`src/design/gbr_pkg.sv`:
```
// ----------------------------------------------------------------------------
// gbr_pkg: shared types and constants of the grid reachability search
// Payload structs, register indexes, command codes and controller states.
// ----------------------------------------------------------------------------
package gbr_pkg;

  localparam int GRID_SIDE_DEF = 32;
  localparam int ADDR_W_DEF    = 10;
  localparam int COORD_W       = 5;
  localparam int COUNT_W       = 11;
  localparam int CFG_IDX_W     = 2;

  // map word: one visited bit and one obstacle bit per cell
  localparam int MAP_W   = 2;
  localparam int MAP_VIS = 0;
  localparam int MAP_OBS = 1;

  typedef enum logic {
    CMD_LOAD   = 1'b0,
    CMD_SEARCH = 1'b1
  } cmd_e;

  typedef enum logic [CFG_IDX_W-1:0] {
    CFG_START_ROW = 2'd0,
    CFG_START_COL = 2'd1,
    CFG_GOAL_ROW  = 2'd2,
    CFG_GOAL_COL  = 2'd3
  } cfg_idx_e;

  typedef enum logic [2:0] {
    S_INIT,
    S_IDLE,
    S_POP,
    S_CHECK,
    S_EXPAND,
    S_CLEAN
  } state_e;

  typedef enum logic [2:0] {
    DIR_ROW_INC,
    DIR_ROW_DEC,
    DIR_COL_INC,
    DIR_COL_DEC,
    DIR_END
  } dir_e;

  typedef struct packed {
    logic               cmd;
    logic [COORD_W-1:0] cell_row;
    logic [COORD_W-1:0] cell_col;
    logic               blocked;
  } in_item_t;

  typedef struct packed {
    logic               reached;
    logic [COUNT_W-1:0] visited_count;
  } out_item_t;

  typedef struct packed {
    logic [COORD_W-1:0] start_row;
    logic [COORD_W-1:0] start_col;
    logic [COORD_W-1:0] goal_row;
    logic [COORD_W-1:0] goal_col;
  } cfg_t;

endpackage

```
`src/design/gbr_map_mem.sv`:
```
// ----------------------------------------------------------------------------
// gbr_map_mem: cell map memory
// Two bits per cell (visited, obstacle), per-bit write enables, one write
// port and one registered read port.
// ----------------------------------------------------------------------------
module gbr_map_mem #(
  parameter int AddrW = gbr_pkg::ADDR_W_DEF
) (
  input  logic                       clk_i,
  input  logic                       re_i,
  input  logic [AddrW-1:0]           raddr_i,
  output logic [gbr_pkg::MAP_W-1:0]  rdata_o,
  input  logic [gbr_pkg::MAP_W-1:0]  we_i,
  input  logic [AddrW-1:0]           waddr_i,
  input  logic [gbr_pkg::MAP_W-1:0]  wdata_i
);

  localparam int Depth = 1 << AddrW;

  logic [gbr_pkg::MAP_W-1:0] mem_q [Depth];
  logic [gbr_pkg::MAP_W-1:0] rdata_q;

  assign rdata_o = rdata_q;

  always_ff @(posedge clk_i) begin
    for (int b = 0; b < gbr_pkg::MAP_W; b++) begin
      if (we_i[b]) begin
        mem_q[waddr_i][b] <= wdata_i[b];
      end
    end
    if (re_i) begin
      rdata_q <= mem_q[raddr_i];
    end
  end

endmodule

```
`config.mk`:
```
export PLATFORM = sky130hd
export DESIGN_NAME = gbr_map_mem
export DESIGN_NICKNAME = d
export VERILOG_FILES = /design/src/design/gbr_pkg.sv /design/src/design/gbr_map_mem.sv
export SDC_FILE = /design/constraint.sdc
export NUM_CORES = 2
export LEC_CHECK = 0
export BUFFER_PORTS_ARGS = -buffer_cell sky130_fd_sc_hd__buf_2
export CORE_MARGIN = 8
export CORE_UTILIZATION = 52
export DETAILED_ROUTE_END_ITERATION = 6
export GPL_TIMING_DRIVEN = 0
export PLACE_DENSITY = 0.67
export SYNTH_ARGS = -nofsm -noshare
export SYNTH_HDL_FRONTEND = slang
export SYNTH_SLANG_ARGS = --single-unit
export TNS_END_PERCENT = 30
```
`constraint.sdc`:
```
create_clock -name clk_i -period 3.9 [get_ports clk_i]
set_clock_uncertainty 0.2 [all_clocks]
set_input_delay 0.195 -clock clk_i [delete_from_list [all_inputs] [get_ports clk_i]]
set_output_delay 0.195 -clock clk_i [all_outputs]
set_load 0.005 [all_outputs]
```
==> results.yml <==
die:
  dieWidth_microns: 428
  start_util_pct: 52.3
  core_sq_um: 169000
  die-area_sq_um: 184000
  fp-row-count: 151
  num_io_pins: 28
  die_h_microns: 428
synthesis:
  synthDistinctLibCells: 53
  synth_cells: 6121
  syn_area_sq_um: 88500
  async_flop_share_pct: 0
  synth.top_cell.area_share_pct: 69.6
  netlist_top_cells_area: "edfxtp_1 (70%), mux4_2 (11%), nor2_1 (8.9%)"
  synth_edf_count: 2050
  syn_nets: 6147
  ys_ff_latch: 2050
  yosys.area.top_type: "edfxtp_1"
  yosysWarnings: 0
  synth_ff_type: "edfxtp_1"
  ys_seq_area_share_pct: 69.6
  syn_avg_cell_area_sq_um: 14.5
detailed_routing:
  wl_met3_microns: 65000
  antenna_left: 0
  wl_met2_microns: 149000
  routedWlPerCell_microns: 41.9
  via_per_inst: 7.04
  firstDrtPassIters: 7
  m1WireLength_microns: 119000
  drt_iter0_drc: 13900
  vias: 62100
  drcViolationCount: 0
  wl_microns: 369000
  top_layer: "met5"
critical_path:
  cp_top_family: "buffers and inverters"
  cpMaxStageDelayCell: "clkbuf_1"
  cpPeakStageDelay_ns: 1.14
  cp-end-kind: "flop"
  crit_chain: "buf_2, buf_2, nor2_2, clkbuf_1, a22oi_1, a21oi_1, nor4_2, a211oi_1, a22oi_1, nand3_1"
  crit_fanout: 10
  cp.required_ns: 4.31
  crit_type: "input pin to flop"
  critPathLaunchType: "input pin"
  critical_path_arrival_ns: 4.64
  path_buf_inv: 3
sta:
  finalMaxSlewViolations: 89
  fin_crit_ns: 4.23
  fmax_mhz: 236
  grt_setup_unrepaired: "false"
  maxSlewHeadroom_pct: -14.2
  setup_ws_ns: -0.330
  fin_crit_sh_pct: 108
  worstMarginPinSlew_ns: 1.71
  hold_viol: 0
  setup_viol: 5
run_status:
  outcome: "complete, but fails checks"
  violations: "max-capacitance violations, max-slew violations, negative setup slack"
pwr:
  vdd_drop_max_v: 0.000462
  powerDensity_nw_per_um2: 479
  p_total_mw: 47.5
  p_leak_nw: 29.6
clocking:
  clock_latency_ns: 0.89
  path_clk_slew_ns: 0.07
  cts_tree: "done"
  clock_sinks: 2050
  clock_path_buffers: 3
  htree_levels: 4
  cts_root_buf: "clkbuf_16"
  cts_buffers: 208
finish:
  final_cells: 8818
  post-route-util_pct: 58.6
  drive_above_1_share_pct: 14.8
  synthToLayoutAreaGrowth_pct: 12.1
  fillCellCount: 13300
  nNetsFinal: 6423
global_routing:
  antenna_found_initial: 27
  grt_first_pass_wirelength_microns: 482000
  overflow: 0
  grt_max_degree: 207
  first_global_vias: 55900
  grt_usage_pct: 38.9
placed_design:
  dp_cells: 8393
  place_congestion: 1.05
  io_buffers: 19
  place_hpwl_microns: 238000
run:
  maxCapViolations: 10
worst_hold_path:
  holdCritPathClass: "input pin to flop"
## area by class of cell
cell class	instances	area [sq um]	area share (%)
Tap cell	2218	2780	2.80
Clock buffer	258	5440	5.48
Multi-Input combinational cell	3459	24200	24.5
Clock inverter	128	1040	1.05
Sequential cell	2050	61600	62.1
Inverter	4	15.0	0.0151
Buffer	605	3030	3.05
Timing Repair Buffer	69	968	0.977
Antenna cell	27	67.6	0.0682
## cell families (layout without fill, tap and decap cells)
group                  after synthesis  in the layout  share of synthesized area (%)
other                                0             27                              0
multiplexers                       665            665                           13.6
buffers and inverters              612           1064                           3.18
flip-flops                        2050           2050                           69.6
AND/OR/NAND/NOR                   2395           2395                           10.6
AO/OA/AOI/OAI                      399            399                           3.12
## Yosys cell counts (2+ instances only)
cell type,number
a2111oi_0,3
a211o_1,2
a211oi_1,17
a21oi_1,85
a221oi_1,10
a22o_1,5
a22oi_1,60
a31oi_1,12
and2_1,6
and3_1,8
and3b_1,3
buf_1,105
buf_2,27
buf_4,17
buf_6,50
buf_8,2
clkbuf_1,406
edfxtp_1,2050
inv_1,4
mux2_2,9
mux2i_1,230
mux4_2,426
nand2_1,124
nand2b_1,7
nand3_1,83
nand3b_1,3
nand4_1,8
nor2_1,2089
nor2b_1,12
nor3_1,28
nor3b_1,10
nor4_1,7
o2111ai_1,3
o211ai_1,3
o21ai_0,42
o221ai_1,87
o22ai_1,56
o311ai_0,2
o32ai_1,4
or2_2,3
## metrics by stage
| stage | setup slack (ns) | cell area [sq um] | hold slack, ns | setup TNS [ns] |
|---|---|---|---|---|
| after floorplan | 1.17 | 88500 | 0.0939 | 0 |
| after global placement | -8.96 | 91300 | 0.212 | - |
| after detailed placement | -2.47 | 92200 | 0.231 | -7.53 |
| after CTS | 0.00104 | 99000 | 0.0443 | 0 |
| after global routing | 0.00960 | 99100 | 0.108 | 0 |
| final | -0.330 | 99100 | 0.114 | -0.615 |
## worst reg2reg max path, stage by stage, from the launching register on
cell      delay, ns
edfxtp_1       0.38
mux4_2         0.49
a22o_1         0.24
a221oi_1       0.54
o221ai_1       0.19
nor3_1         0.39
a211oi_1       0.13
o41ai_2        0.37
nand3_1        0.42
## registers in the layout (all words and copies together) (netlist names)
name     cells
mem_q     2048
rdata_o      2
## cell usage in the layout (no fill, tap or decap), types with 6 or more instances in the layout
cell           instances
clkbuf_4              28
mux4_2               426
buf_16                14
nand2_1              123
nand3_1               83
o22ai_1               56
and3_1                 8
buf_12                 8
nor2_2                13
nand4_1                8
nand2b_1               7
dlygate4sd3_1         14
a22oi_1               60
diode_2               27
o21ai_0               39
buf_1                 87
a31oi_1               12
nor2_1              2076
nor3_1                23
buf_8                 10
clkinv_1              66
mux2i_1              230
buf_2                 30
clkbuf_16            210
o221ai_1              87
buf_4                 35
and2_1                 6
buf_6                 60
clkbuf_2              40
nor2b_1               10
bufinv_16             12
clkbuf_1             392
nor3b_2                8
a211oi_1              16
a21oi_1               85
mux2_2                 9
clkinv_2              35
inv_16                 6
a221oi_1              10
edfxtp_1            2050
## routing by layer
metal,track usage (%),up-vias
met1,48.6,31200
met5,0,-
met2,53.6,6267
met3,17.4,1360
li1,-,23200
met4,28.4,12
## worst paths after layout
kind	startpoint	to	slack [ns]	depth (start not counted)
worst min register to register	mem_q[443][1]	rdata_o[1]	1.24	7
worst max-delay path	raddr_i[3]	rdata_o[0]	-0.33	10
worst min-delay path	waddr_i[3]	mem_q[8][0]	0.11	4
worst max register to register	mem_q[562][0]	rdata_o[0]	0.15	8
## where the power goes
part           leakage, nW  switching (mW)  internal, mW
combinational         8.00            2.70         0.869
clock                 3.17            8.94          10.7
sequential            18.4         0.00435          24.3
total                 29.6            11.6          35.8
## repair_timing
action | CTS | global route
setup endpoints to repair | 2 | 2
cloned | 0 | 0
gates resized for setup | 72 | 24
hold buffers | 14 | 0
hold endpoints to repair | 310 | 0
setup buffers | 1 | 0
No activity file was read; power rests on OpenSTA's default activity.
