--- config.mk ---
export PLATFORM = sky130hd
export DESIGN_NAME = gbr_cfg
export DESIGN_NICKNAME = d
export VERILOG_FILES = /design/src/design/gbr_pkg.sv /design/src/design/gbr_cfg.sv
export SDC_FILE = /design/constraint.sdc
export NUM_CORES = 1
export LEC_CHECK = 0
export BUFFER_PORTS_ARGS = -buffer_cell sky130_fd_sc_hd__buf_2
export CAP_MARGIN = 20
export CORE_MARGIN = 3
export CORE_UTILIZATION = 49
export CTS_CLUSTER_SIZE = 20
export DETAILED_ROUTE_END_ITERATION = 10
export MAX_ROUTING_LAYER = met4
export PLACE_DENSITY_LB_ADDON = 0.12
export SLEW_MARGIN = 20
export SYNTH_ARGS = -nofsm -noshare
export SYNTH_HDL_FRONTEND = slang
export SYNTH_SLANG_ARGS = --single-unit
--- constraint.sdc ---
create_clock -name clk_i -period 1.1 [get_ports clk_i]
set_input_delay 0.11 -clock clk_i [delete_from_list [all_inputs] [get_ports clk_i]]
set_output_delay 0.11 -clock clk_i [all_outputs]
set_load 0.05 [all_outputs]
--- src/design/gbr_pkg.sv ---
// ----------------------------------------------------------------------------
// gbr_pkg: shared types and constants of the grid reachability search
// Payload structs, register indexes, command codes and controller states.
// ----------------------------------------------------------------------------
package gbr_pkg;

  localparam int GRID_SIDE_DEF = 32;
  localparam int ADDR_W_DEF    = 10;
  localparam int COORD_W       = 5;
  localparam int COUNT_W       = 11;
  localparam int CFG_IDX_W     = 2;

  // map word: one visited bit and one obstacle bit per cell
  localparam int MAP_W   = 2;
  localparam int MAP_VIS = 0;
  localparam int MAP_OBS = 1;

  typedef enum logic {
    CMD_LOAD   = 1'b0,
    CMD_SEARCH = 1'b1
  } cmd_e;

  typedef enum logic [CFG_IDX_W-1:0] {
    CFG_START_ROW = 2'd0,
    CFG_START_COL = 2'd1,
    CFG_GOAL_ROW  = 2'd2,
    CFG_GOAL_COL  = 2'd3
  } cfg_idx_e;

  typedef enum logic [2:0] {
    S_INIT,
    S_IDLE,
    S_POP,
    S_CHECK,
    S_EXPAND,
    S_CLEAN
  } state_e;

  typedef enum logic [2:0] {
    DIR_ROW_INC,
    DIR_ROW_DEC,
    DIR_COL_INC,
    DIR_COL_DEC,
    DIR_END
  } dir_e;

  typedef struct packed {
    logic               cmd;
    logic [COORD_W-1:0] cell_row;
    logic [COORD_W-1:0] cell_col;
    logic               blocked;
  } in_item_t;

  typedef struct packed {
    logic               reached;
    logic [COUNT_W-1:0] visited_count;
  } out_item_t;

  typedef struct packed {
    logic [COORD_W-1:0] start_row;
    logic [COORD_W-1:0] start_col;
    logic [COORD_W-1:0] goal_row;
    logic [COORD_W-1:0] goal_col;
  } cfg_t;

endpackage

--- src/design/gbr_cfg.sv ---
// ----------------------------------------------------------------------------
// gbr_cfg: configuration registers
// Holds start and goal coordinates, written through the configuration channel.
// ----------------------------------------------------------------------------
module gbr_cfg (
  input  logic                           clk_i,
  input  logic                           rst_ni,
  input  logic                           cfg_valid_i,
  output logic                           cfg_ready_o,
  input  logic [gbr_pkg::CFG_IDX_W-1:0]  cfg_index_i,
  input  logic [gbr_pkg::COORD_W-1:0]    cfg_data_i,
  output gbr_pkg::cfg_t                  cfg_o
);

  gbr_pkg::cfg_t cfg_q, cfg_d;

  assign cfg_ready_o = 1'b1;
  assign cfg_o       = cfg_q;

  always_comb begin
    cfg_d = cfg_q;
    if (cfg_valid_i) begin
      case (gbr_pkg::cfg_idx_e'(cfg_index_i))
        gbr_pkg::CFG_START_ROW: cfg_d.start_row = cfg_data_i;
        gbr_pkg::CFG_START_COL: cfg_d.start_col = cfg_data_i;
        gbr_pkg::CFG_GOAL_ROW:  cfg_d.goal_row  = cfg_data_i;
        gbr_pkg::CFG_GOAL_COL:  cfg_d.goal_col  = cfg_data_i;
        default:                cfg_d = cfg_q;
      endcase
    end
  end

  always_ff @(posedge clk_i or negedge rst_ni) begin
    if (!rst_ni) begin
      cfg_q <= '0;
    end else begin
      cfg_q <= cfg_d;
    end
  end

endmodule

==> qor.txt, run 1 <==
Setup crit start kind - register
Die H - 45.79 um
TritonCTS Buffers - 3
post-DP HPWL - 1059 um
synthesized netlist net count - 56
crit-path max cell delay - 0.37 ns
Rows - 13
Leak Pwr - 0.4676 nW
gpl congestion - 0.6849
status - finished, final reports clean
VDD IR max - 1342 uV
fin crit period - 1.044 ns
yosys warns - 0
CP max-delay cell - dfrtp_1
sequence of cells on the critical path - buf_2
worst hold slack - 0.08704 ns
filler cell count - 106
initial antenna violation count - 0
Placed Instances - 89
area delta synth->final - 24.35%
# DRC - 0
RSZ-0062 raised after global routing - no
core area - 1399 um^2
crit path DAT - 0.93 ns
diode count - 0
max FFs per register - 20
Fin. Hold Viols - 0
count of different cell masters after synthesis - 7
setup TNS - 0 ns
crit path buf inv count - 1
Post-DP Area - 932.1 um^2
Syn Inst Count - 46
# setup viols final - 0
first-pass GRT wire length - 2228 um
register area share after synthesis - 64.52%
CTS tree - done
final std cells w/o fill - 93
vias post-DR - 496
vias in the first global route - 519
Worst Hold Class - in -> reg
Setup Skew - 0 ns
grt ovf - 0
largest net degree at the start of global routing - 21
flop2flop setup slack - 0.33 ns
crit-path max FO - 2
DR iter-0 viols - 7
most common cell after layout, fill and taps aside - buf_2
drt pass-1 iters - 4
Post-Synthesis Cell Area - 775.7 um^2
Worst-Skew Late Latency - 0.29 ns
fin area - 964.7 um^2
GRT Util Overall - 15.99%
Setup crit end - cfg_o[15]
crit end category - output pin
commonest cells after routing, fill and taps aside - buf_2, mux2_2, dfrtp_1, clkbuf_4, nand3b_1
crit-path leading delay family - flip-flops
reg2reg path depth - 1
Total Routed Length - 1420 um
CTS H-tree lvls - 1
DIE WIDTH - 45.79 um
DIE AREA - 2097 um^2
Final Util - 68.96%
Starting Density - 55.46%
Crit. path cell count - 1
#FFs+latches synth - 20
Worst Path Required - 0.99 ns
CTS Buffer Depth - 2
Setup CP Type - reg -> out
Critical path origin - cfg_o[15]
RR Endpoint - cfg_o[18]
crit share post-route - 94.88%
worst flop-to-flop path startpoint - cfg_o[18]
layout cells sized above 1 - 67.95%
Total Nets Final - 90
routed len/inst - 15.27 um
Pwr per Cell Area - 2204 nW/um^2
Port-buffer cells - 29
Root Driver - clkbuf_4
Reg clk slew, reported paths - 0.10 ns
f_max - 958.1 MHz
Max Cap Viol - 0
post-cts sizing count - 0
vias per inst - 5.333
Seq. cell area - 500.5 um^2
syn_area_per_cell - 16.86 um^2
DRT antenna net count - 0
I/O pin count - 31
CTS Sinks - 20
Slew Limit Fails - 0
footprint of the multi-input gates - 267.8 um^2
==> power by group <==
| part | internal [mW] | leakage, nW | total (mW) | switching, mW |
|---|---|---|---|---|
| registers | 0.873 | 0.237 | 0.937 | 0.0636 |
| logic | 0.221 | 0.217 | 0.864 | 0.643 |
| clock network | 0.127 | 0.0138 | 0.325 | 0.198 |
==> cell usage after synthesis <==
cell type	count	share of area, %
dfrtp_1	20	65
nand3b_1	2	1.9
conb_1	1	0.48
nand3_1	1	0.64
buf_4	1	0.97
nor3b_4	1	2.4
mux2_2	20	29
==> repair_timing <==
action	CTS	global route
setup buffers	0	0
hold buffers	1	0
hold endpoints to repair	20	0
==> metrics by stage <==
stage          setup slack (ns)  total power, mW
3_3_place_gp            0.05954            1.806
3_5_place_dp            0.04624            1.820
5_1_grt                 0.02182            2.212
2_1_floorplan            0.1096            1.603
6_report                0.05631            2.126
4_1_cts                 0.04710            2.153
==> layout make-up <==
cell class,count,share of cell area (%)
Sequential cell,20,51.88
Multi-Input combinational cell,25,27.76
Timing Repair Buffer,30,16.08
Clock buffer,3,2.335
Tap cell,15,1.946
==> cell families after synthesis <==
group | after synthesis | share of synthesized area (%)
flip-flops | 20 | 64.52
AND/OR/NAND/NOR | 4 | 4.999
multiplexers | 20 | 29.03
buffers and inverters | 1 | 0.9681
other | 1 | 0.4834
==> routing by layer <==
metal / track usage [%] / up-vias / share of wire [%]
met1: 18.81 / 246 / 45
met3: 2.372 / 2 / 7.7
met5: - / - / 0
li1: - / 227 / -
met2: 26.18 / 21 / 47
met4: 8.523 / 0 / 0.42
==> how the worst min path moves through the flow <==
| stage | from | end | slack (ns) | depth (start not counted) |
|---|---|---|---|---|
| floorplan | rst_ni | cfg_o[0] | -0.19 | 0 |
| global placement | rst_ni | cfg_o[6] | 0.07 | 1 |
| detailed placement | rst_ni | cfg_o[7] | 0.08 | 1 |
| CTS | cfg_data_i[4] | cfg_o[19] | 0.08 | 2 |
| global route | cfg_data_i[0] | cfg_o[0] | 0.1 | 2 |
| finish | cfg_data_i[0] | cfg_o[0] | 0.09 | 2 |
(Power assumes the default switching activity.)
==> inputs of run 2 (changes only) <==
--- a/config.mk
+++ b/config.mk
@@ -13,7 +13,8 @@
 export DETAILED_ROUTE_END_ITERATION = 10
 export MAX_ROUTING_LAYER = met4
 export PLACE_DENSITY_LB_ADDON = 0.12
-export SLEW_MARGIN = 20
+export RECOVER_POWER = 25
+export SETUP_SLACK_MARGIN = 0.2
 export SYNTH_ARGS = -nofsm -noshare
 export SYNTH_HDL_FRONTEND = slang
 export SYNTH_SLANG_ARGS = --single-unit
==> run 2 against run 1 <==
Compared with the run above:
- cell area up 18%
- maximum frequency up 4.3%
- critical path depth unchanged
- global-route usage up 3.2 points
- combinational power up 22%
- critical endpoint is now cfg_o[17]
- highest routed layer is now met3
==> qor.txt, run 2 (synthesis results as in run 1) <==
status - finished, final reports clean
combinational share of power - 42.4%
CTS Sinks - 20
Setup crit end - cfg_o[17]
Crit. path cell count - 1
final std cells w/o fill - 95
CTS H-tree lvls - 1
CTS Buffer Depth - 2
commonest cells after routing, fill and taps aside - mux2_2, dfrtp_2, buf_6, buf_2, clkbuf_4
crit-path max cell delay - 0.44 ns
clock group share of total power - 17.2%
area delta synth->final - 46.45%
Setup Skew - 0 ns
I/O pin count - 31
diode count - 0
CTS tree - done
DIE AREA - 2097 um^2
Leak Pwr - 0.4992 nW
Worst Hold Class - in -> reg
routed len/inst - 17.27 um
RSZ-0062 raised after global routing - yes
DR iter-0 viols - 1
max FFs per register - 20
Fin. Hold Viols - 0
Reg clk slew, reported paths - 0.11 ns
# DRC - 0
initial antenna violation count - 0
sequence of cells on the critical path - buf_6
layout cells sized above 1 - 93.75%
vias post-DR - 511
DIE WIDTH - 45.79 um
Setup crit start kind - register
vias per inst - 5.379
Slew Limit Fails - 0
Setup CP Type - reg -> out
Tot Pwr - 2.475 mW
reg2reg path depth - 2
VDD IR max - 1424 uV
# setup viols final - 0
P_sw - 972.7 uW
Worst-Skew Late Latency - 0.30 ns
TritonCTS Buffers - 3
Port-buffer cells - 29
largest net degree at the start of global routing - 21
CP max-delay cell - dfrtp_2
vias in the first global route - 567
Starting Density - 55.46%
fin crit period - 1.000 ns
Rows - 13
Placed Instances - 89
Pwr per Cell Area - 2179 nW/um^2
Total Nets Final - 91
crit-path max FO - 2
first-pass GRT wire length - 2670 um
Worst Path Required - 0.99 ns
GRT Util Overall - 19.18%
switch share - 39.30%
drt pass-1 iters - 3
Root Driver - clkbuf_4
crit path DAT - 0.89 ns
crit path buf inv count - 1
gpl congestion - 0.6771
RR Endpoint - cfg_o[14]
f_max - 999.7 MHz
crit-path leading delay family - flip-flops
Max Cap Viol - 0
setup TNS - 0 ns
Total Routed Length - 1641 um
flop2flop setup slack - 0.20 ns
worst flop-to-flop path startpoint - cfg_o[14]
Die H - 45.79 um
grt ovf - 0
crit end category - output pin
Critical path origin - cfg_o[17]
Flop pwr share - 40.4%
crit share post-route - 90.94%
core area - 1399 um^2
DRT antenna net count - 0
internal power - 1.503 mW
[run 2: cell types whose count changed in the layout (fill, tap and decap cells not counted), sizes merged]
| cell | previous run | this run |
|---|---|---|
| clkbuf | 3 | 5 |
[run 2: through the flow]
stage	instance area (um^2)	hold WS [ns]	setup WS (ns)	utilization, %
floorplan	800.8	-0.1856	0.1957	-
global placement	957.2	0.07585	-0.009625	68.43
detailed placement	957.2	0.07926	-0.01190	68.43
CTS	1129	0.07431	0.09317	80.68
global route	1136	0.08194	0.06694	81.22
finish	1136	0.08074	0.09970	81.22
[run 2: metal layers]
layer	GRT usage [%]	up-vias	share of wire, %
met3	3.557	0	6.1
li1	-	231	-
met5	-	-	0
met4	5.114	0	0
met1	23.38	258	42
met2	32.59	22	52
[run 2: power groups by stage]
stage | Combinational (mW) | Sequential [mW] | Clock (mW)
finish | 1.05 | 1.00 | 0.425
global route | 1.09 | 1.02 | 0.459
global placement | 0.861 | 0.971 | 0
detailed placement | 0.869 | 0.974 | 0
floorplan | 0.150 | 1.48 | 0
CTS | 1.04 | 0.996 | 0.435
[run 2: area by class of cell]
type                       instances  area [um^2]
sequential                        20        525.5
tap                               15        18.77
timing repair buffer              31        287.8
fill                              78        262.8
clock buffer                       4        36.28
multi-input combinational         25        267.8
[run 2: how the worst min path moves through the flow]
stage                     slack [ns]     startpoint  cells after the start        end
after floorplan                -0.19         rst_ni                      0   cfg_o[0]
after global placement          0.08         rst_ni                      1  cfg_o[16]
after detailed placement        0.08         rst_ni                      1  cfg_o[16]
after CTS                       0.07  cfg_data_i[0]                      2   cfg_o[5]
after global routing            0.08  cfg_data_i[3]                      2   cfg_o[8]
final                           0.08  cfg_data_i[3]                      2   cfg_o[3]
[run 2: repair_timing]
item,4_1_cts,5_1_grt
setup endpoints to repair,20,20
resized for setup,40,0
pin swaps,0,0
hold endpoints to repair,20,0
setup buffers,0,1
hold buffers,1,0
==> inputs of run 3 (changes only) <==
==> constraint.sdc (replaced) <==
create_clock -name clk_i -period 1.1 [get_ports clk_i]
set_input_delay 0.11 -clock clk_i [delete_from_list [all_inputs] [get_ports clk_i]]
set_output_delay 0.11 -clock clk_i [all_outputs]
set_load 0.02 [all_outputs]
==> run 3 against run 2 <==
Compared with the run above:
- register-to-register slack is essentially flat
- largest cell class unchanged
- non-clock buffer count up 2
- combinational power decreased by 30%
- critical path type unchanged
- maximum frequency increased by 4.5%
==> qor.txt, run 3 (synthesis results as in run 1) <==
status - finished, final reports clean
CTS Buffer Depth - 2
crit share post-route - 86.98%
layout cells sized above 1 - 69.14%
sequence of cells on the critical path - buf_6
Die H - 45.79 um
Worst Path Required - 0.99 ns
met2 GRT Util - 30.92%
vias post-DR - 513
crit-path max FO - 2
Slew Limit Fails - 0
met1 usage - 20.36%
VDD IR max - 1183 uV
CTS tree - done
vias in the first global route - 556
Rows - 13
TritonCTS Buffers - 3
GR Util met3 - 3.557%
crit end category - output pin
Root Driver - clkbuf_4
Reg clk slew, reported paths - 0.10 ns
grt ovf - 0
DR iter-0 viols - 8
first-pass GRT wire length - 2470 um
fin crit period - 0.9568 ns
Total Nets Final - 93
DRT antenna net count - 0
f_max - 1045 MHz
Setup crit start kind - register
drt pass-1 iters - 3
CTS H-tree lvls - 1
I/O pin count - 31
Max Cap Viol - 0
core area - 1399 um^2
GRT Util Overall - 18.20%
Port-buffer cells - 29
Tot Pwr - 2.039 mW
gpl congestion - 0.6849
RSZ-0062 raised after global routing - yes
global routing's busiest layer - met2
commonest cells after routing, fill and taps aside - buf_6, dfrtp_1, mux2_2, buf_2, clkbuf_4
diode count - 0
DIE AREA - 2097 um^2
Setup Skew - 0 ns
area delta synth->final - 44.35%
Worst Hold Class - in -> reg
most common cell after layout, fill and taps aside - buf_6
setup TNS - 0 ns
initial antenna violation count - 0
largest net degree at the start of global routing - 21
Leak Pwr - 0.5287 nW
# DRC - 0
Setup CP Type - reg -> out
DIE WIDTH - 45.79 um
crit-path leading delay family - flip-flops
# setup viols final - 0
crit path buf inv count - 1
crit path DAT - 0.85 ns
CP max-delay cell - dfrtp_1
Worst-Skew Late Latency - 0.29 ns
Starting Density - 55.46%
post-DP HPWL - 1059 um
Total Routed Length - 1529 um
Pwr per Cell Area - 1821 nW/um^2
routed len/inst - 15.93 um
filler cell count - 81
vias per inst - 5.344
Fin. Hold Viols - 0
crit-path max cell delay - 0.41 ns
CTS Sinks - 20
max FFs per register - 20
## run 3: worst paths after layout
check	from	endpoint	slack [ns]	depth (start not counted)
worst max-delay path	cfg_o[15]	cfg_o[15]	0.14	1
worst min-delay path	cfg_data_i[4]	cfg_o[4]	0.08	2
worst max register to register	cfg_o[15]	cfg_o[15]	0.19	2
worst min register to register	cfg_o[11]	cfg_o[11]	0.54	1
max in group asynchronous	rst_ni	cfg_o[7]	0.49	2
min in group asynchronous	rst_ni	cfg_o[6]	0.29	2
## run 3: area by class of cell
type / count / area (um^2) / area share, %
Multi-Input combinational cell: 25 / 271.5 / 24.25
Tap cell: 15 / 18.77 / 1.676
Timing Repair Buffer: 33 / 306.5 / 27.37
Clock buffer: 3 / 22.52 / 2.011
Sequential cell: 20 / 500.5 / 44.69
## run 3: metal layers
layer,routed length [um],part of all wire (%)
met5,0,0
met4,31,2.0
met3,113,7.4
met2,772,50
met1,611,40
## run 3: power breakdown
part / leakage (nW) / internal [mW] / switching (mW)
clock network: 0.0138 / 0.127 / 0.202
registers: 0.237 / 0.875 / 0.0992
logic: 0.278 / 0.415 / 0.321
total: 0.529 / 1.42 / 0.622
## run 3: repair_timing
item | CTS | global route
hold buffers | 1 | 0
setup endpoints to repair | 20 | 22
endpoints found under the hold margin | 20 | 0
buffers inserted | 2 | 1
resized for setup | 40 | 2
## run 3: metrics by stage
step | util (%) | std cells | hold slack, ns | instance area [um^2] | setup WS, ns
6_report | 80.05 | 96 | 0.08356 | 1120 | 0.1432
5_1_grt | 80.05 | 96 | 0.08932 | 1120 | 0.1168
4_1_cts | 78.98 | 95 | 0.08198 | 1105 | 0.1369
3_5_place_dp | 66.64 | 89 | 0.07716 | 932.1 | 0.04624
3_3_place_gp | 66.64 | 89 | 0.07330 | 932.1 | 0.05954
2_1_floorplan | - | 46 | -0.1856 | 775.7 | 0.2498
