File: config.mk
export PLATFORM = sky130hd
export DESIGN_NAME = gbr_ctrl
export DESIGN_NICKNAME = d
export VERILOG_FILES = /design/src/design/gbr_pkg.sv /design/src/design/gbr_ctrl.sv
export SDC_FILE = /design/constraint.sdc
export NUM_CORES = 1
export LEC_CHECK = 0
export BUFFER_PORTS_ARGS = -buffer_cell sky130_fd_sc_hd__buf_2
export CORE_ASPECT_RATIO = 1.1
export CORE_MARGIN = 10
export CORE_UTILIZATION = 23
export CTS_BUF_LIST = sky130_fd_sc_hd__clkbuf_4
export DETAILED_ROUTE_END_ITERATION = 10
export PLACE_DENSITY = 0.4
export RECOVER_POWER = 100
export SLEW_MARGIN = 20
export SYNTH_ARGS = -nofsm -noshare
export SYNTH_HDL_FRONTEND = slang
export SYNTH_SLANG_ARGS = --single-unit
File: constraint.sdc
create_clock -name clk_i -period 2.6 [get_ports clk_i]
set_input_delay 0.26 -clock clk_i [delete_from_list [all_inputs] [get_ports clk_i]]
set_output_delay 0.26 -clock clk_i [all_outputs]
set_load 0.02 [all_outputs]
File: src/design/gbr_pkg.sv
// ----------------------------------------------------------------------------
// gbr_pkg: shared types and constants of the grid reachability search
// Payload structs, register indexes, command codes and controller states.
// ----------------------------------------------------------------------------
package gbr_pkg;

  localparam int GRID_SIDE_DEF = 32;
  localparam int ADDR_W_DEF    = 10;
  localparam int COORD_W       = 5;
  localparam int COUNT_W       = 11;
  localparam int CFG_IDX_W     = 2;

  // map word: one visited bit and one obstacle bit per cell
  localparam int MAP_W   = 2;
  localparam int MAP_VIS = 0;
  localparam int MAP_OBS = 1;

  typedef enum logic {
    CMD_LOAD   = 1'b0,
    CMD_SEARCH = 1'b1
  } cmd_e;

  typedef enum logic [CFG_IDX_W-1:0] {
    CFG_START_ROW = 2'd0,
    CFG_START_COL = 2'd1,
    CFG_GOAL_ROW  = 2'd2,
    CFG_GOAL_COL  = 2'd3
  } cfg_idx_e;

  typedef enum logic [2:0] {
    S_INIT,
    S_IDLE,
    S_POP,
    S_CHECK,
    S_EXPAND,
    S_CLEAN
  } state_e;

  typedef enum logic [2:0] {
    DIR_ROW_INC,
    DIR_ROW_DEC,
    DIR_COL_INC,
    DIR_COL_DEC,
    DIR_END
  } dir_e;

  typedef struct packed {
    logic               cmd;
    logic [COORD_W-1:0] cell_row;
    logic [COORD_W-1:0] cell_col;
    logic               blocked;
  } in_item_t;

  typedef struct packed {
    logic               reached;
    logic [COUNT_W-1:0] visited_count;
  } out_item_t;

  typedef struct packed {
    logic [COORD_W-1:0] start_row;
    logic [COORD_W-1:0] start_col;
    logic [COORD_W-1:0] goal_row;
    logic [COORD_W-1:0] goal_col;
  } cfg_t;

endpackage

File: src/design/gbr_ctrl.sv
// ----------------------------------------------------------------------------
// gbr_ctrl: search sequencer
// Loads obstacles, runs the breadth-first search over the map and queue
// memories, holds the result and unmarks visited cells after each search.
// ----------------------------------------------------------------------------
module gbr_ctrl #(
  parameter int GRID_SIDE = gbr_pkg::GRID_SIDE_DEF
) (
  input  logic                               clk_i,
  input  logic                               rst_ni,
  input  logic                               in_valid_i,
  output logic                               in_ready_o,
  input  gbr_pkg::in_item_t                  in_data_i,
  output logic                               out_valid_o,
  input  logic                               out_ready_i,
  output gbr_pkg::out_item_t                 out_data_o,
  input  gbr_pkg::cfg_t                      cfg_i,
  output logic                               map_re_o,
  output logic [2*$clog2(GRID_SIDE)-1:0]     map_raddr_o,
  input  logic [gbr_pkg::MAP_W-1:0]          map_rdata_i,
  output logic [gbr_pkg::MAP_W-1:0]          map_we_o,
  output logic [2*$clog2(GRID_SIDE)-1:0]     map_waddr_o,
  output logic [gbr_pkg::MAP_W-1:0]          map_wdata_o,
  output logic                               q_re_o,
  output logic [2*$clog2(GRID_SIDE)-1:0]     q_raddr_o,
  input  logic [2*$clog2(GRID_SIDE)-1:0]     q_rdata_i,
  output logic                               q_we_o,
  output logic [2*$clog2(GRID_SIDE)-1:0]     q_waddr_o,
  output logic [2*$clog2(GRID_SIDE)-1:0]     q_wdata_o
);

  localparam int RW    = $clog2(GRID_SIDE);
  localparam int AW    = 2 * RW;
  localparam int CELLS = GRID_SIDE * GRID_SIDE;
  localparam int TW    = $clog2(CELLS + 1);
  localparam int SW    = AW + 1;
  localparam int CMPW  = ((gbr_pkg::COORD_W > RW) ? gbr_pkg::COORD_W : RW) + 1;

  gbr_pkg::state_e    state_q, state_d;
  gbr_pkg::dir_e      dir_q, dir_d;
  logic [TW-1:0]      head_q, head_d;
  logic [TW-1:0]      tail_q, tail_d;
  logic [SW-1:0]      sweep_q, sweep_d;
  logic               pend_q, pend_d;
  logic [AW-1:0]      pend_addr_q, pend_addr_d;
  logic [AW-1:0]      cur_q, cur_d;
  logic               out_valid_q, out_valid_d;
  gbr_pkg::out_item_t out_data_q, out_data_d;

  logic [RW-1:0] cur_row, cur_col;
  logic [RW:0]   row_inc, col_inc;
  logic          nb_ok;
  logic [AW-1:0] nb_addr;
  logic          start_ok, load_ok, goal_hit;
  logic [AW-1:0] start_addr, load_addr;
  logic          in_fire, is_search, queue_empty, tail_full, sweep_more;

  assign cur_row = cur_q[AW-1:RW];
  assign cur_col = cur_q[RW-1:0];
  assign row_inc = {1'b0, cur_row} + (RW+1)'(1);
  assign col_inc = {1'b0, cur_col} + (RW+1)'(1);

  always_comb begin
    case (dir_q)
      gbr_pkg::DIR_ROW_INC: begin
        nb_ok   = row_inc < (RW+1)'(GRID_SIDE);
        nb_addr = {row_inc[RW-1:0], cur_col};
      end
      gbr_pkg::DIR_ROW_DEC: begin
        nb_ok   = cur_row != '0;
        nb_addr = {cur_row - RW'(1), cur_col};
      end
      gbr_pkg::DIR_COL_INC: begin
        nb_ok   = col_inc < (RW+1)'(GRID_SIDE);
        nb_addr = {cur_row, col_inc[RW-1:0]};
      end
      gbr_pkg::DIR_COL_DEC: begin
        nb_ok   = cur_col != '0;
        nb_addr = {cur_row, cur_col - RW'(1)};
      end
      default: begin
        nb_ok   = 1'b0;
        nb_addr = cur_q;
      end
    endcase
  end

  assign start_ok   = (CMPW'(cfg_i.start_row) < CMPW'(GRID_SIDE)) &&
                      (CMPW'(cfg_i.start_col) < CMPW'(GRID_SIDE));
  assign start_addr = {RW'(cfg_i.start_row), RW'(cfg_i.start_col)};
  assign load_ok    = (CMPW'(in_data_i.cell_row) < CMPW'(GRID_SIDE)) &&
                      (CMPW'(in_data_i.cell_col) < CMPW'(GRID_SIDE));
  assign load_addr  = {RW'(in_data_i.cell_row), RW'(in_data_i.cell_col)};
  assign goal_hit   = (CMPW'(q_rdata_i[AW-1:RW]) == CMPW'(cfg_i.goal_row)) &&
                      (CMPW'(q_rdata_i[RW-1:0]) == CMPW'(cfg_i.goal_col));

  assign in_ready_o  = (state_q == gbr_pkg::S_IDLE) && !out_valid_q;
  assign in_fire     = in_valid_i && in_ready_o;
  assign is_search   = in_data_i.cmd == gbr_pkg::CMD_SEARCH;
  assign queue_empty = head_q == tail_q;
  assign tail_full   = tail_q == TW'(CELLS);
  assign sweep_more  = sweep_q < SW'(tail_q);

  assign out_valid_o = out_valid_q;
  assign out_data_o  = out_data_q;

  // next state
  always_comb begin
    state_d = state_q;
    case (state_q)
      gbr_pkg::S_INIT: begin
        if (&sweep_q[AW-1:0]) state_d = gbr_pkg::S_IDLE;
      end
      gbr_pkg::S_IDLE: begin
        if (in_fire && is_search) begin
          state_d = start_ok ? gbr_pkg::S_POP : gbr_pkg::S_CLEAN;
        end
      end
      gbr_pkg::S_POP: begin
        state_d = queue_empty ? gbr_pkg::S_CLEAN : gbr_pkg::S_CHECK;
      end
      gbr_pkg::S_CHECK: begin
        state_d = goal_hit ? gbr_pkg::S_CLEAN : gbr_pkg::S_EXPAND;
      end
      gbr_pkg::S_EXPAND: begin
        if (dir_q == gbr_pkg::DIR_END) state_d = gbr_pkg::S_POP;
      end
      gbr_pkg::S_CLEAN: begin
        if (!sweep_more && !pend_q) state_d = gbr_pkg::S_IDLE;
      end
      default: state_d = gbr_pkg::S_IDLE;
    endcase
  end

  // datapath and memory requests
  always_comb begin
    dir_d       = dir_q;
    head_d      = head_q;
    tail_d      = tail_q;
    sweep_d     = sweep_q;
    pend_d      = pend_q;
    pend_addr_d = pend_addr_q;
    cur_d       = cur_q;
    out_valid_d = out_valid_q;
    out_data_d  = out_data_q;
    map_re_o    = 1'b0;
    map_raddr_o = nb_addr;
    map_we_o    = '0;
    map_waddr_o = '0;
    map_wdata_o = '0;
    q_re_o      = 1'b0;
    q_raddr_o   = '0;
    q_we_o      = 1'b0;
    q_waddr_o   = '0;
    q_wdata_o   = '0;

    if (out_valid_q && out_ready_i) out_valid_d = 1'b0;

    case (state_q)
      gbr_pkg::S_INIT: begin
        // power-up clear of obstacle and visited bits
        map_we_o    = '1;
        map_waddr_o = AW'(sweep_q);
        sweep_d     = (&sweep_q[AW-1:0]) ? '0 : sweep_q + SW'(1);
      end
      gbr_pkg::S_IDLE: begin
        if (in_fire && !is_search) begin
          if (load_ok) begin
            map_we_o[gbr_pkg::MAP_OBS]    = 1'b1;
            map_waddr_o                   = load_addr;
            map_wdata_o[gbr_pkg::MAP_OBS] = in_data_i.blocked;
          end
        end else if (in_fire) begin
          head_d  = '0;
          tail_d  = '0;
          sweep_d = '0;
          pend_d  = 1'b0;
          if (start_ok) begin
            map_we_o[gbr_pkg::MAP_VIS]    = 1'b1;
            map_waddr_o                   = start_addr;
            map_wdata_o[gbr_pkg::MAP_VIS] = 1'b1;
            q_we_o                        = 1'b1;
            q_waddr_o                     = '0;
            q_wdata_o                     = start_addr;
            tail_d                        = TW'(1);
          end else begin
            out_valid_d = 1'b1;
            out_data_d  = '0;
          end
        end
      end
      gbr_pkg::S_POP: begin
        if (queue_empty) begin
          out_valid_d              = 1'b1;
          out_data_d.reached       = 1'b0;
          out_data_d.visited_count = gbr_pkg::COUNT_W'(tail_q);
        end else begin
          q_re_o    = 1'b1;
          q_raddr_o = AW'(head_q);
          head_d    = head_q + TW'(1);
        end
      end
      gbr_pkg::S_CHECK: begin
        cur_d  = q_rdata_i;
        dir_d  = gbr_pkg::DIR_ROW_INC;
        pend_d = 1'b0;
        if (goal_hit) begin
          out_valid_d              = 1'b1;
          out_data_d.reached       = 1'b1;
          out_data_d.visited_count = gbr_pkg::COUNT_W'(tail_q);
        end
      end
      gbr_pkg::S_EXPAND: begin
        // read of neighbour d overlaps the check of neighbour d-1
        if (dir_q != gbr_pkg::DIR_END) begin
          map_re_o    = nb_ok;
          pend_d      = nb_ok;
          pend_addr_d = nb_addr;
          dir_d       = gbr_pkg::dir_e'(dir_q + 3'd1);
        end else begin
          pend_d = 1'b0;
        end
        if (pend_q && !map_rdata_i[gbr_pkg::MAP_VIS] && !map_rdata_i[gbr_pkg::MAP_OBS]) begin
          map_we_o[gbr_pkg::MAP_VIS]    = 1'b1;
          map_waddr_o                   = pend_addr_q;
          map_wdata_o[gbr_pkg::MAP_VIS] = 1'b1;
          if (!tail_full) begin
            q_we_o    = 1'b1;
            q_waddr_o = AW'(tail_q);
            q_wdata_o = pend_addr_q;
            tail_d    = tail_q + TW'(1);
          end
        end
      end
      gbr_pkg::S_CLEAN: begin
        // every visited cell sits in the queue, so unmark them from there
        if (sweep_more) begin
          q_re_o    = 1'b1;
          q_raddr_o = AW'(sweep_q);
          sweep_d   = sweep_q + SW'(1);
          pend_d    = 1'b1;
        end else begin
          pend_d = 1'b0;
          if (!pend_q) sweep_d = '0;
        end
        if (pend_q) begin
          map_we_o[gbr_pkg::MAP_VIS]    = 1'b1;
          map_waddr_o                   = q_rdata_i;
          map_wdata_o[gbr_pkg::MAP_VIS] = 1'b0;
        end
      end
      default: begin
        pend_d = 1'b0;
      end
    endcase
  end

  always_ff @(posedge clk_i or negedge rst_ni) begin
    if (!rst_ni) begin
      state_q     <= gbr_pkg::S_INIT;
      dir_q       <= gbr_pkg::DIR_ROW_INC;
      head_q      <= '0;
      tail_q      <= '0;
      sweep_q     <= '0;
      pend_q      <= 1'b0;
      out_valid_q <= 1'b0;
    end else begin
      state_q     <= state_d;
      dir_q       <= dir_d;
      head_q      <= head_d;
      tail_q      <= tail_d;
      sweep_q     <= sweep_d;
      pend_q      <= pend_d;
      out_valid_q <= out_valid_d;
    end
  end

  always_ff @(posedge clk_i) begin
    pend_addr_q <= pend_addr_d;
    cur_q       <= cur_d;
    out_data_q  <= out_data_d;
  end

  a_head_le_tail: assert property (@(posedge clk_i) disable iff (!rst_ni)
    head_q <= tail_q)
    else $error("queue head passed tail");

  a_tail_bound: assert property (@(posedge clk_i) disable iff (!rst_ni)
    tail_q <= TW'(CELLS))
    else $error("queue tail beyond grid size");

  a_map_no_rw_clash: assert property (@(posedge clk_i) disable iff (!rst_ni)
    (map_re_o && map_we_o != '0) |-> map_raddr_o != map_waddr_o)
    else $error("map read and write hit the same cell");

  a_result_then_clean: assert property (@(posedge clk_i) disable iff (!rst_ni)
    $rose(out_valid_q) |-> state_q == gbr_pkg::S_CLEAN)
    else $error("result raised outside the unmark sweep");

  a_queue_write_state: assert property (@(posedge clk_i) disable iff (!rst_ni)
    q_we_o |-> (state_q == gbr_pkg::S_IDLE || state_q == gbr_pkg::S_EXPAND))
    else $error("queue written outside search");

endmodule
==> impl_metrics.yaml <==
placement:
  dp_worst_setup_slack_ns: -0.02961
  hpwl_um: 15100
  port_buffers: 118
  postPlaceCellArea_um2: 6101
  routabilityCongestion: 0.8562
synthesis:
  synthTopCellsByCount: "dfrtp_1 (41), nor2_1 (36), xnor2_1 (36)"
  netlist_top_cells_area: "dfrtp_1 (21%), edfxtp_1 (20%), xnor2_1 (6.4%), ha_1 (5.9%), a22o_1 (3.8%)"
  ys_seq_elements: 73
  synth_cell_types: 62
  synth-main-ff-cell: "dfrtp_1"
  netlist_instances: 523
  async_flop_share: 0.5616
  yosys.area.top_type: "dfrtp_1"
  synth-edff-count: 32
  synth_warnings: 0
  synth_top_area_frac: 0.2092
  avgSynthCellArea_um2: 9.376
  synth_most_common_cell: "dfrtp_1"
  ys_seq_area_frac: 0.4052
  syn_nets: 594
  syn_area_um2: 4903
die:
  dieArea_um2: 27570
  fp.dieW_um: 159.2
  core_um2: 20780
  initial_utilization: 0.2359
  num_io_pins: 119
  rows: 55
  die_h_um: 173.1
timing:
  worst-slew-pin-transition_ns: 1.212
  min_period_ns: 2.630
  relSlewSlack: 0.1921
  timing.final.crit_share: 1.012
  tns_ns: -0.2386
  hold_viol: 0
  max_freq_mhz: 380.2
  worst_slack_ns: -0.03008
  clock_skew_ns: 0.02338
  finalSetupViolCount: 17
  drv_slew: 0
  rsz0062_at_grt: "yes"
outcome:
  violations: "negative setup slack"
  status: "complete, but fails checks"
routing:
  drc: 0
  drt-total-wl_um: 20530
  drtAntennaViolNets: 0
  num_vias: 5097
  vias_per_cell: 5.082
  first_pass_iters: 8
  routedWlPerCell_um: 20.47
  initialDrtViolationCount: 345
pwr:
  sequentialPowerShare: 0.278
  power.net_switching_mw: 3.456
  pwr-share-comb: 0.614
  powerDensity_nw_per_um2: 1027
  p_int_mw: 3.845
  total_power_mw: 7.300
  irDropWorstVdd_v: 0.0005447
  power_switching_share: 0.4734
  pwr-share-clk: 0.108
  total_leakage_power_nw: 2.941
worst_setup_path:
  reg2reg_to: "head_q[10]$_DFFE_PN0P_"
  slowest_delay_ns: 0.42
  critical_path.max_fanout: 5
  r2r_slack_ns: 0.09
  slowest_stage: "dfrtp_1"
  crit_arrival_ns: 2.37
  r2r_cells: 7
  path_cells: "clkbuf_1, nor4b_4, nand4_1, and2_4, buf_12, a22o_1, buf_2"
  worst_r2r_startpoint: "state_q[1]$_DFFE_PN0P_"
  worstSetupPathType: "flop to output port"
  worst_setup_path_end_kind: "output port"
  crit_required_ns: 2.34
  start_kind: "flop"
clock_tree:
  cts_tree: "built"
  cts_htree_levels: 3
  root_buffer: "clkbuf_4"
  path_clk_slew_ns: 0.13
  clock_sinks: 73
  clk_latency_ns: 0.49
  ctsLongestPathBuffers: 2
  numCtsBuffers: 9
hold_path:
  min_from: "out_ready_i"
  holdPathStages: 3
  hp-class: "primary input to flop"
  worstHoldEndpoint: "out_valid_o$_DFF_PN0_"
global_route:
  grt_util_met3: 0.02233
  grt_util_all_layers: 0.1413
  grt_max_degree: 42
  grt_pass1_vias: 5166
  grt.busiest_layer: "met2"
  grt_pass1_wl_um: 30720
  overflow: 0
  use_met2: 0.2435
  grtUsageMet1: 0.1672
  antenna_found_initial: 2
final_layout:
  final_area_um2: 7106
  drive_gt1_frac: 0.3659
  fin_nets: 782
  syn_to_final_growth_pct: 44.91
  utilization: 0.3419
job:
  cap_violations: 0
[kinds of logic after synthesis]
| family | count (synthesis) | synth area share |
|---|---|---|
| mux | 3 | 0.006379 |
| fa+ha+maj | 23 | 0.05869 |
| flops | 73 | 0.4052 |
| simple gates | 187 | 0.2072 |
| xor+xnor | 36 | 0.06430 |
| buf+inv | 61 | 0.04950 |
| compound gates | 140 | 0.2087 |
[timing repair]
action / in CTS / in global routing
endpoints found under the setup margin: 43 / 42
hold buffers: 11 / 0
cloned: 3 / 1
resized for setup: 65 / 54
endpoints found under the hold margin: 51 / 0
pin swaps: 5 / 20
setup buffers: 19 / 12
[state kept, by name (all words and copies together), names as in the netlist, 3 cells and up]
signal / flops
cur_q: 10
dir_q: 3
head_q: 11
out_data_o: 12
pend_addr_q: 10
state_q: 3
sweep_q: 11
tail_q: 11
[power by group through the flow]
| stage | sequential [mW] | clock, mW | combinational, mW |
|---|---|---|---|
| finish | 2.03 | 0.789 | 4.48 |
| global route | 2.08 | 0.860 | 4.88 |
| CTS | 2.01 | 0.817 | 4.22 |
| detailed placement | 2.05 | 0 | 3.74 |
| global placement | 2.05 | 0 | 3.73 |
| floorplan | 1.89 | 0 | 2.35 |
[cells in the final DEF, fill, tap and decap left out, drive strengths merged, types with 17 or more instances in the layout]
cell type	instances
inv	27
buf	162
nand4	19
nand2	34
nand3	18
a22o	21
xnor2	36
nor2	36
and3	17
edfxtp	32
dfrtp	41
clkbuf	46
o21ai	34
ha	23
[cell type report]
| cell class | instances | area (µm²) |
|---|---|---|
| repair buffers | 212 | 1526 |
| multi-input cells | 389 | 2980 |
| well taps | 285 | 356.6 |
| diodes | 2 | 5.005 |
| inverters | 26 | 100.1 |
| clock inverters | 6 | 67.56 |
| clock buffers | 10 | 75.07 |
| fillers | 2204 | 13680 |
| flip-flops and latches | 73 | 1994 |
[metrics by stage]
step | hold slack, ns | instances
after global routing | 0.03254 | 1003
after floorplan | -0.03559 | 523
after detailed placement | 0.4016 | 940
final | 0.03785 | 1003
after global placement | 0.3977 | 940
after CTS | 0.01567 | 989
[per-layer routing]
metal	part of all wire	vias up
met5	0	-
met4	0.035	0
met3	0.045	38
met2	0.51	197
met1	0.41	2516
li1	-	2346
[worst max-delay path, delay by kind of cell, from the launching register on]
| kind | cells | cell delay (ns) |
|---|---|---|
| and+or+nand+nor | 3 | 0.77 |
| buffers and inverters | 3 | 0.51 |
| DFF | 1 | 0.42 |
| AOI/OAI and AO/OA | 1 | 0.18 |
[worst max path at each step]
stage,start,end,cells after the start
after floorplan,tail_q[1]$_DFFE_PN0P_,q_re_o,10
after global placement,state_q[0]$_DFFE_PN0P_,map_waddr_o[1],7
after detailed placement,state_q[0]$_DFFE_PN0P_,map_waddr_o[4],7
after CTS,sweep_q[2]$_DFFE_PN0P_,q_raddr_o[7],8
after global routing,tail_q[8]$_DFFE_PN0P_,q_raddr_o[7],7
final,tail_q[8]$_DFFE_PN0P_,q_wdata_o[8],7
Note: power is estimated with default switching activity, not from simulation.
